$ cat src/uart_tx_rx_ring_buffers_assert.svh
// assertion helpers used by the ring buffer datapath module
`ifndef UART_TX_RX_RING_BUFFERS_ASSERT_SVH
`define UART_TX_RX_RING_BUFFERS_ASSERT_SVH

// same-cycle implication, disabled while reset is held
`define UTRB_ASSERT_IMPL(label, clk, rstn, ante, cons) \
    label: assert property (@(posedge clk) disable iff (!(rstn)) (ante) |-> (cons)) \
        else $error("assertion failed");

// next-cycle implication, disabled while reset is held
`define UTRB_ASSERT_NEXT(label, clk, rstn, ante, cons) \
    label: assert property (@(posedge clk) disable iff (!(rstn)) (ante) |=> (cons)) \
        else $error("assertion failed");

`endif

$ cat src/utrb_pkg.sv
package utrb_pkg;

    // command codes carried in the input tuser
    localparam logic [1:0] CMD_RX_BYTE = 2'd0;
    localparam logic [1:0] CMD_TX_DONE = 2'd1;
    localparam logic [1:0] CMD_PUT     = 2'd2;
    localparam logic [1:0] CMD_GET     = 2'd3;

    // result bits below the receive level field
    localparam int OUT_FIXED_W = 20;

    typedef struct packed {
        logic capture;   // take the input item and update the rings
        logic load_out;  // move the step result into the output register
    } utrb_cmd_t;

    typedef struct packed {
        logic out_free;  // output register empty or being drained
    } utrb_status_t;

endpackage

$ cat src/utrb_ctrl.sv
module utrb_ctrl
    import utrb_pkg::*;
(
    input  logic         aclk,
    input  logic         aresetn,
    input  logic         s_tvalid,
    output logic         s_tready,
    input  utrb_status_t status,
    output utrb_cmd_t    cmd
);

    localparam logic ST_IDLE = 1'b0;
    localparam logic ST_LOAD = 1'b1;

    logic state_reg;
    logic state_next;

    always_comb begin
        state_next   = state_reg;
        s_tready     = 1'b0;
        cmd.capture  = 1'b0;
        cmd.load_out = 1'b0;
        case (state_reg)
            ST_IDLE: begin
                s_tready    = 1'b1;
                cmd.capture = s_tvalid;
                if (s_tvalid) begin
                    state_next = ST_LOAD;
                end
            end
            ST_LOAD: begin
                // wait here until the previous result has been taken
                cmd.load_out = status.out_free;
                if (status.out_free) begin
                    state_next = ST_IDLE;
                end
            end
            default: begin
                state_next = ST_IDLE;
            end
        endcase
    end

    always_ff @(posedge aclk) begin
        if (!aresetn) begin
            state_reg <= ST_IDLE;
        end else begin
            state_reg <= state_next;
        end
    end

endmodule

$ cat src/utrb_dp.sv
`include "uart_tx_rx_ring_buffers_assert.svh"

module utrb_dp
    import utrb_pkg::*;
#(
    parameter int TX_DEPTH = 32,
    parameter int RX_DEPTH = 32,
    parameter int LVL_W    = $clog2(RX_DEPTH + 1),
    parameter int OUT_W    = ((OUT_FIXED_W + LVL_W + 7) / 8) * 8
) (
    input  logic             aclk,
    input  logic             aresetn,
    input  utrb_cmd_t        cmd,
    output utrb_status_t     status,
    input  logic [1:0]       in_cmd,
    input  logic [7:0]       in_byte,
    output logic             m_tvalid,
    input  logic             m_tready,
    output logic [OUT_W-1:0] m_tdata
);

    localparam int TXA_W = $clog2(TX_DEPTH);
    localparam int RXA_W = $clog2(RX_DEPTH);
    localparam int RXP_W = $clog2(2 * RX_DEPTH);

    // transmit ring state
    logic [7:0]       tx_ram_reg [TX_DEPTH];
    logic [TXA_W-1:0] tx_rd_ptr_reg, tx_rd_ptr_next;
    logic [TXA_W-1:0] tx_wr_ptr_reg, tx_wr_ptr_next;
    logic             tx_full_reg, tx_full_next;
    logic             tx_active_reg, tx_active_next;
    logic [7:0]       tx_rd_data_reg;

    // receive ring state, pointers count modulo twice the depth
    logic [7:0]       rx_ram_reg [RX_DEPTH];
    logic [RXP_W-1:0] rx_rd_ptr_reg, rx_rd_ptr_next;
    logic [RXP_W-1:0] rx_wr_ptr_reg, rx_wr_ptr_next;
    logic [7:0]       rx_rd_data_reg;

    // step decisions held until the result is loaded
    logic       go_reg, go_next;
    logic       acc_reg, acc_next;
    logic       tx_from_ram_reg, tx_from_ram_next;
    logic       rx_pop_reg, rx_pop_next;
    logic [7:0] byte_reg;

    logic             out_valid_reg;
    logic [OUT_W-1:0] out_data_reg;

    logic             tx_we, tx_re, rx_we, rx_re;
    logic             tx_empty, rx_full, rx_empty;
    logic [TXA_W-1:0] tx_rd_inc, tx_wr_inc;
    logic [RXP_W-1:0] rx_rd_inc, rx_wr_inc;
    logic [RXP_W-1:0] rx_rd_fold, rx_wr_fold;
    logic [RXA_W-1:0] rx_rd_idx, rx_wr_idx;
    logic [RXP_W:0]   rx_diff;
    logic [LVL_W-1:0] rx_level;
    logic [7:0]       tx_byte_out, read_byte_out;

    assign tx_rd_inc = (tx_rd_ptr_reg == TXA_W'(TX_DEPTH - 1)) ? '0 : tx_rd_ptr_reg + 1'b1;
    assign tx_wr_inc = (tx_wr_ptr_reg == TXA_W'(TX_DEPTH - 1)) ? '0 : tx_wr_ptr_reg + 1'b1;
    assign rx_rd_inc = (rx_rd_ptr_reg == RXP_W'(2 * RX_DEPTH - 1)) ? '0 : rx_rd_ptr_reg + 1'b1;
    assign rx_wr_inc = (rx_wr_ptr_reg == RXP_W'(2 * RX_DEPTH - 1)) ? '0 : rx_wr_ptr_reg + 1'b1;

    // fold the receive counters back into the ring
    assign rx_rd_fold = (rx_rd_ptr_reg >= RXP_W'(RX_DEPTH)) ?
                        rx_rd_ptr_reg - RXP_W'(RX_DEPTH) : rx_rd_ptr_reg;
    assign rx_wr_fold = (rx_wr_ptr_reg >= RXP_W'(RX_DEPTH)) ?
                        rx_wr_ptr_reg - RXP_W'(RX_DEPTH) : rx_wr_ptr_reg;
    assign rx_rd_idx  = rx_rd_fold[RXA_W-1:0];
    assign rx_wr_idx  = rx_wr_fold[RXA_W-1:0];

    always_comb begin
        rx_diff = {1'b0, rx_wr_ptr_reg} - {1'b0, rx_rd_ptr_reg};
        if (rx_wr_ptr_reg < rx_rd_ptr_reg) begin
            rx_diff = rx_diff + (RXP_W + 1)'(2 * RX_DEPTH);
        end
    end
    assign rx_level = rx_diff[LVL_W-1:0];

    assign tx_empty = (tx_rd_ptr_reg == tx_wr_ptr_reg) && !tx_full_reg;
    assign rx_full  = (rx_level == LVL_W'(RX_DEPTH));
    assign rx_empty = (rx_level == '0);

    always_comb begin
        tx_rd_ptr_next   = tx_rd_ptr_reg;
        tx_wr_ptr_next   = tx_wr_ptr_reg;
        tx_full_next     = tx_full_reg;
        tx_active_next   = tx_active_reg;
        rx_rd_ptr_next   = rx_rd_ptr_reg;
        rx_wr_ptr_next   = rx_wr_ptr_reg;
        go_next          = go_reg;
        acc_next         = acc_reg;
        tx_from_ram_next = tx_from_ram_reg;
        rx_pop_next      = rx_pop_reg;
        tx_we            = 1'b0;
        tx_re            = 1'b0;
        rx_we            = 1'b0;
        rx_re            = 1'b0;
        if (cmd.capture) begin
            go_next          = 1'b0;
            acc_next         = 1'b0;
            tx_from_ram_next = 1'b0;
            rx_pop_next      = 1'b0;
            case (in_cmd)
                CMD_RX_BYTE: begin
                    if (!rx_full) begin
                        rx_we          = 1'b1;
                        rx_wr_ptr_next = rx_wr_inc;
                        acc_next       = 1'b1;
                    end
                end
                CMD_TX_DONE: begin
                    if (!tx_empty) begin
                        tx_re            = 1'b1;
                        go_next          = 1'b1;
                        tx_from_ram_next = 1'b1;
                        tx_rd_ptr_next   = tx_rd_inc;
                        tx_full_next     = 1'b0;
                    end else begin
                        tx_active_next = 1'b0;
                    end
                end
                CMD_PUT: begin
                    if (!tx_full_reg) begin
                        acc_next = 1'b1;
                        if (!tx_active_reg) begin
                            // idle line: hand the byte straight over
                            tx_active_next = 1'b1;
                            go_next        = 1'b1;
                        end else begin
                            tx_we          = 1'b1;
                            tx_wr_ptr_next = tx_wr_inc;
                            if (tx_wr_inc == tx_rd_ptr_reg) begin
                                tx_full_next = 1'b1;
                            end
                        end
                    end
                end
                CMD_GET: begin
                    if (!rx_empty) begin
                        rx_re          = 1'b1;
                        rx_rd_ptr_next = rx_rd_inc;
                        acc_next       = 1'b1;
                        rx_pop_next    = 1'b1;
                    end
                end
                default: begin
                    acc_next = 1'b0;
                end
            endcase
        end
    end

    always_ff @(posedge aclk) begin
        if (tx_we) begin
            tx_ram_reg[tx_wr_ptr_reg] <= in_byte;
        end
        if (tx_re) begin
            tx_rd_data_reg <= tx_ram_reg[tx_rd_ptr_reg];
        end
    end

    always_ff @(posedge aclk) begin
        if (rx_we) begin
            rx_ram_reg[rx_wr_idx] <= in_byte;
        end
        if (rx_re) begin
            rx_rd_data_reg <= rx_ram_reg[rx_rd_idx];
        end
    end

    always_ff @(posedge aclk) begin
        if (!aresetn) begin
            tx_rd_ptr_reg   <= '0;
            tx_wr_ptr_reg   <= '0;
            tx_full_reg     <= 1'b0;
            tx_active_reg   <= 1'b0;
            rx_rd_ptr_reg   <= '0;
            rx_wr_ptr_reg   <= '0;
            go_reg          <= 1'b0;
            acc_reg         <= 1'b0;
            tx_from_ram_reg <= 1'b0;
            rx_pop_reg      <= 1'b0;
        end else begin
            tx_rd_ptr_reg   <= tx_rd_ptr_next;
            tx_wr_ptr_reg   <= tx_wr_ptr_next;
            tx_full_reg     <= tx_full_next;
            tx_active_reg   <= tx_active_next;
            rx_rd_ptr_reg   <= rx_rd_ptr_next;
            rx_wr_ptr_reg   <= rx_wr_ptr_next;
            go_reg          <= go_next;
            acc_reg         <= acc_next;
            tx_from_ram_reg <= tx_from_ram_next;
            rx_pop_reg      <= rx_pop_next;
        end
    end

    always_ff @(posedge aclk) begin
        if (cmd.capture) begin
            byte_reg <= in_byte;
        end
    end

    // result assembly, the flags already hold the post-step values
    assign tx_byte_out   = !go_reg ? 8'd0 : (tx_from_ram_reg ? tx_rd_data_reg : byte_reg);
    assign read_byte_out = rx_pop_reg ? rx_rd_data_reg : 8'd0;

    always_ff @(posedge aclk) begin
        if (!aresetn) begin
            out_valid_reg <= 1'b0;
        end else if (cmd.load_out) begin
            out_valid_reg <= 1'b1;
        end else if (m_tready) begin
            out_valid_reg <= 1'b0;
        end
    end

    always_ff @(posedge aclk) begin
        if (cmd.load_out) begin
            out_data_reg <= OUT_W'({rx_level, tx_active_reg, tx_full_reg, read_byte_out,
                                    acc_reg, tx_byte_out, go_reg});
        end
    end

    assign status.out_free = !out_valid_reg || m_tready;
    assign m_tvalid        = out_valid_reg;
    assign m_tdata         = out_data_reg;

    `UTRB_ASSERT_IMPL(a_tx_full_busy, aclk, aresetn, tx_full_reg,
                      tx_active_reg && (tx_wr_ptr_reg == tx_rd_ptr_reg))
    `UTRB_ASSERT_IMPL(a_rx_level_bound, aclk, aresetn, 1'b1,
                      rx_diff <= (RXP_W + 1)'(RX_DEPTH))
    `UTRB_ASSERT_NEXT(a_load_shows, aclk, aresetn, cmd.load_out,
                      m_tvalid && (m_tdata == $past(OUT_W'({rx_level, tx_active_reg,
                      tx_full_reg, read_byte_out, acc_reg, tx_byte_out, go_reg}))))

endmodule

$ cat src/uart_tx_rx_ring_buffers.sv
// uart transmit/receive ring buffers, one command item at a time
// the accept registers the step flags; the load state then fills the output register
// one item at a time: accept state, then load state, before the next item is taken
// a result waiting on m_tready holds the next item's load stage, not its accept
// reset: synchronous active-low aresetn clears pointers, flags and the output valid
module uart_tx_rx_ring_buffers
    import utrb_pkg::*;
#(
    parameter int TX_DEPTH = 32,
    parameter int RX_DEPTH = 32,
    parameter int LVL_W    = $clog2(RX_DEPTH + 1),
    parameter int OUT_W    = ((OUT_FIXED_W + LVL_W + 7) / 8) * 8
) (
    input  logic             aclk,
    input  logic             aresetn,
    // command item channel
    input  logic             s_tvalid,
    output logic             s_tready,
    input  logic [7:0]       s_tdata,   // [7:0] data_byte
    input  logic [1:0]       s_tuser,   // [1:0] cmd
    // result item channel
    output logic             m_tvalid,
    input  logic             m_tready,
    output logic [OUT_W-1:0] m_tdata    // tx_go, tx_byte, accepted, read_byte,
                                        // tx_queue_full, tx_busy, rx_level, zero fill
);

    // command and status between the sequencer and the ring datapath
    utrb_cmd_t    ctrl_cmd;
    utrb_status_t dp_status;

    // two-state sequencer: accept an item, then load its result
    utrb_ctrl u_ctrl (
        .aclk     (aclk),
        .aresetn  (aresetn),
        .s_tvalid (s_tvalid),
        .s_tready (s_tready),
        .status   (dp_status),
        .cmd      (ctrl_cmd)
    );

    // both rings, their pointers and flags, and the output register
    utrb_dp #(
        .TX_DEPTH (TX_DEPTH),
        .RX_DEPTH (RX_DEPTH),
        .LVL_W    (LVL_W),
        .OUT_W    (OUT_W)
    ) u_dp (
        .aclk     (aclk),
        .aresetn  (aresetn),
        .cmd      (ctrl_cmd),
        .status   (dp_status),
        .in_cmd   (s_tuser),
        .in_byte  (s_tdata),
        .m_tvalid (m_tvalid),
        .m_tready (m_tready),
        .m_tdata  (m_tdata)
    );

endmodule
$ cat config.mk
export PLATFORM = sky130hd
export DESIGN_NAME = uart_tx_rx_ring_buffers
export DESIGN_NICKNAME = d
export VERILOG_FILES = /design/src/utrb_pkg.sv /design/src/utrb_ctrl.sv /design/src/utrb_dp.sv /design/src/uart_tx_rx_ring_buffers.sv
export VERILOG_INCLUDE_DIRS = /design/src /design/src/src
export SDC_FILE = /design/constraint.sdc
export NUM_CORES = 1
export LEC_CHECK = 0
export BUFFER_PORTS_ARGS = -buffer_cell sky130_fd_sc_hd__buf_4
export CAP_MARGIN = 0
export CORE_ASPECT_RATIO = 0.9
export CORE_MARGIN = 3
export CORE_UTILIZATION = 26
export CTS_BUF_LIST = sky130_fd_sc_hd__clkbuf_16
export DETAILED_ROUTE_END_ITERATION = 10
export HOLD_SLACK_MARGIN = 0.15
export PLACE_DENSITY = 0.44
export SLEW_MARGIN = 5
export SYNTH_ARGS = -nofsm -noshare
export SYNTH_HDL_FRONTEND = slang
export SYNTH_HIERARCHICAL = 1
export SYNTH_SLANG_ARGS = --single-unit
$ cat constraint.sdc
create_clock -name aclk -period 5.8 [get_ports aclk]
set_input_delay 1.16 -clock aclk [delete_from_list [all_inputs] [get_ports aclk]]
set_output_delay 1.16 -clock aclk [all_outputs]
set_load 0.02 [all_outputs]
==> results.ini <==
[run_status]
status = finished clean

[place]
io_buffers = 41
gp_congestion = 0.751
dp_cells = 2343
dp_hpwl_mm = 34.4

[synthesis]
synth_edf_count = 562
netlist_instances = 1185
synthDistinctLibCells = 59
synth_seq_cells = 592
ys.flop_type = edfxtp_1
ys_warn_count = 6
async_reset_ff_frac = 0
ys_seq_area_frac = 0.741
syn_area_per_cell_um2 = 19.9
syn_area_um2 = 23600

[setup_path]
crit_buf_inv = 2
crit_chain = clkinv_1, ha_1, inv_1, a2111oi_2, or2_2, o211ai_1, nand3_1, nor2_1
cp_slowest_cell = nand3_1
end_kind = flip-flop
cp-start-kind = flip-flop
cpLargestDelayFamily = simple AND/OR/NAND/NOR gates
worst-endpoint-arrival_ps = 4600
critical_path_class = reg2reg
cp.required_ps = 6040
slowest_delay_ps = 840
path_max_fanout = 11

[floorplan]
ioPinCount = 48
initial_core_util = 0.263
die_h_um = 292
fp.dieArea_um2 = 94300
die_w_um = 323
rows = 104
core_um2 = 89700

[route]
vias = 11183
first_pass_iters = 5
drtIter0Drc = 945
avgViaCountPerCell = 4.55
wl_mm = 57.4
detail-route-antenna-nets = 0
drc = 0
wl_per_cell_um = 23.3

[sta]
period_minus_slack_ps = 4360
finalSetupTns_ps = 0
rsz0062_at_grt = false
clock_skew_ps = 21.9
fin_crit_sh = 0.752
setup_viol = 0
drv_slew = 0
fmax_ghz = 0.229
finalHoldViolCount = 0
max_slew_margin = 0.294
hold_ws_ps = 444
worst_pin_slew_ps = 1060

[finish]
fillCellCount = 8580
finalNonFillerCells = 2460
drive_gt1_frac = 0.258
areaGrowthSynthToFinish_pct = 15.7
fin_nets = 1277

[clock_network]
cts_tree = yes
clkTransAtPathRegs_ps = 60
clkLatencyLatePin_ps = 630
clockBufferDepth = 3
cts-buffers-inserted = 61
cts-root-buf = clkbuf_16
clock_sinks = 592
post_cts_buffers = 0
cts.repair.resized = 0
h-tree-depth = 2
hold_buffers = 0

[grt]
grt_max_degree = 66
grt_antenna_before_repair = 1
grt_pass1_wl_mm = 83.6
overflow = 0
grt_usage = 0.121
grt_pass1_vias = 11600

[min_path]
min_path_type = reg2reg

[power]
p_leak_nw = 8.26
p_per_area_nw_per_um2 = 330
vdd_drop_max_v = 0.000211

[run]
cap_violations = 0

[final cells by class]
class                   instances  area [um^2]  area share
repair buffers                 49          368      0.0135
diodes                          1         2.50   0.0000917
flip-flops and latches        592        17500       0.641
multi-input cells             512         5750       0.211
inverters                      24         90.1     0.00330
well taps                    1166         1460      0.0535
clock inverters                55          594      0.0218
clock buffers                  61         1530      0.0560
[synthesized netlist by cell type (5+ instances only)]
| master | count | share of area |
|---|---|---|
| a21oi_1 | 26 | 0.0055 |
| and2_1 | 10 | 0.0027 |
| buf_1 | 10 | 0.0016 |
| buf_2 | 15 | 0.0032 |
| buf_4 | 6 | 0.0019 |
| clkbuf_1 | 31 | 0.0049 |
| dfxtp_1 | 30 | 0.025 |
| edfxtp_1 | 562 | 0.72 |
| ha_1 | 22 | 0.012 |
| inv_1 | 22 | 0.0035 |
| mux2_2 | 9 | 0.0043 |
| mux2i_1 | 12 | 0.0051 |
| mux4_2 | 160 | 0.15 |
| nand2_1 | 53 | 0.0084 |
| nand2b_1 | 11 | 0.0029 |
| nand3_1 | 14 | 0.0030 |
| nand3b_1 | 5 | 0.0016 |
| nor2_1 | 85 | 0.014 |
| nor2b_1 | 11 | 0.0029 |
| o21ai_0 | 14 | 0.0030 |
| or3_1 | 7 | 0.0019 |
| xnor2_1 | 9 | 0.0033 |
| xor2_1 | 7 | 0.0026 |
[path summary, 6_finish.rpt]
| path | start | end | slack, ps | cells after the start |
|---|---|---|---|---|
| setup / recovery | u_dp/rx_rd_ptr_reg[4]$_SDFFE_PN0P_ | u_dp/rx_ram_reg[10][1]$_DFFE_PP_ | 1440 | 8 |
| setup reg to reg | u_dp/rx_rd_ptr_reg[4]$_SDFFE_PN0P_ | u_dp/rx_ram_reg[10][1]$_DFFE_PP_ | 1440 | 8 |
| hold reg to reg | u_dp/acc_reg$_SDFFE_PN0P_ | u_dp/m_tdata[9]$_DFFE_PP_ | 440 | 0 |
| hold / removal | u_dp/acc_reg$_SDFFE_PN0P_ | u_dp/m_tdata[9]$_DFFE_PP_ | 440 | 0 |
[layer usage]
metal,global-route usage,routed length (um),vias up
met3,0.0203,3150,68
met4,0.0288,1040,0
met2,0.191,27000,306
met5,0,0,-
li1,-,-,4907
met1,0.174,26200,5902
[layout by cell type, fill, tap and decap left out, types with 3 or more instances in the layout]
cell	instances
nand3b_1	5
nor2b_1	11
mux2_2	9
or4_1	3
a31oi_1	4
nor3_1	4
xnor2_1	9
dfxtp_1	26
nor2_1	85
nor4_1	3
and2_1	10
bufinv_16	11
mux2i_1	12
clkbuf_16	61
or3_1	7
nand2_1	53
o21ai_0	14
clkinvlp_4	8
buf_4	49
xor2_1	7
inv_6	3
ha_1	22
nand2b_1	11
a21oi_1	26
nand3_1	14
clkinv_1	12
and3_1	3
clkinv_2	11
clkinv_4	3
conb_1	6
inv_1	28
edfxtp_1	562
mux4_2	160
[report_power, final]
part	internal, mW	switching, mW
sequential	4.70	0.0147
clock	2.42	1.67
combinational	0.0601	0.151
total	7.17	1.84
[worst register-to-register path, delay by kind of cell, from the launching register on]
family          cells  cell delay, ps
fa+ha+maj           1             480
compound gates      2             560
flops               1             490
simple gates        3            2000
buf+inv             2             460
[per-stage QoR]
stage	setup slack, ps	util	power (mW)	cell area [um^2]
finish	1440	0.304	9.01	27300
global route	1150	0.304	9.34	27300
CTS	1440	0.304	9.14	27300
detailed placement	1480	0.281	5.03	25200
global placement	1600	0.281	5.03	25200
floorplan	2450	-	4.89	23600
[logic make-up (layout without fill, tap and decap cells)]
group                      count (synthesis)  after routing  synth area share
xor gates and xnor gates                  16             16           0.00595
AOI/OAI and AO/OA                         67             67            0.0185
muxes                                    181            181             0.162
and+or+nand+nor                          219            219            0.0437
buffers and inverters                     86            189            0.0154
adders and majority gates                 23             23            0.0125
other                                      1              7          0.000159
DFF                                      592            592             0.741
No activity file was read; power rests on OpenSTA's default activity.
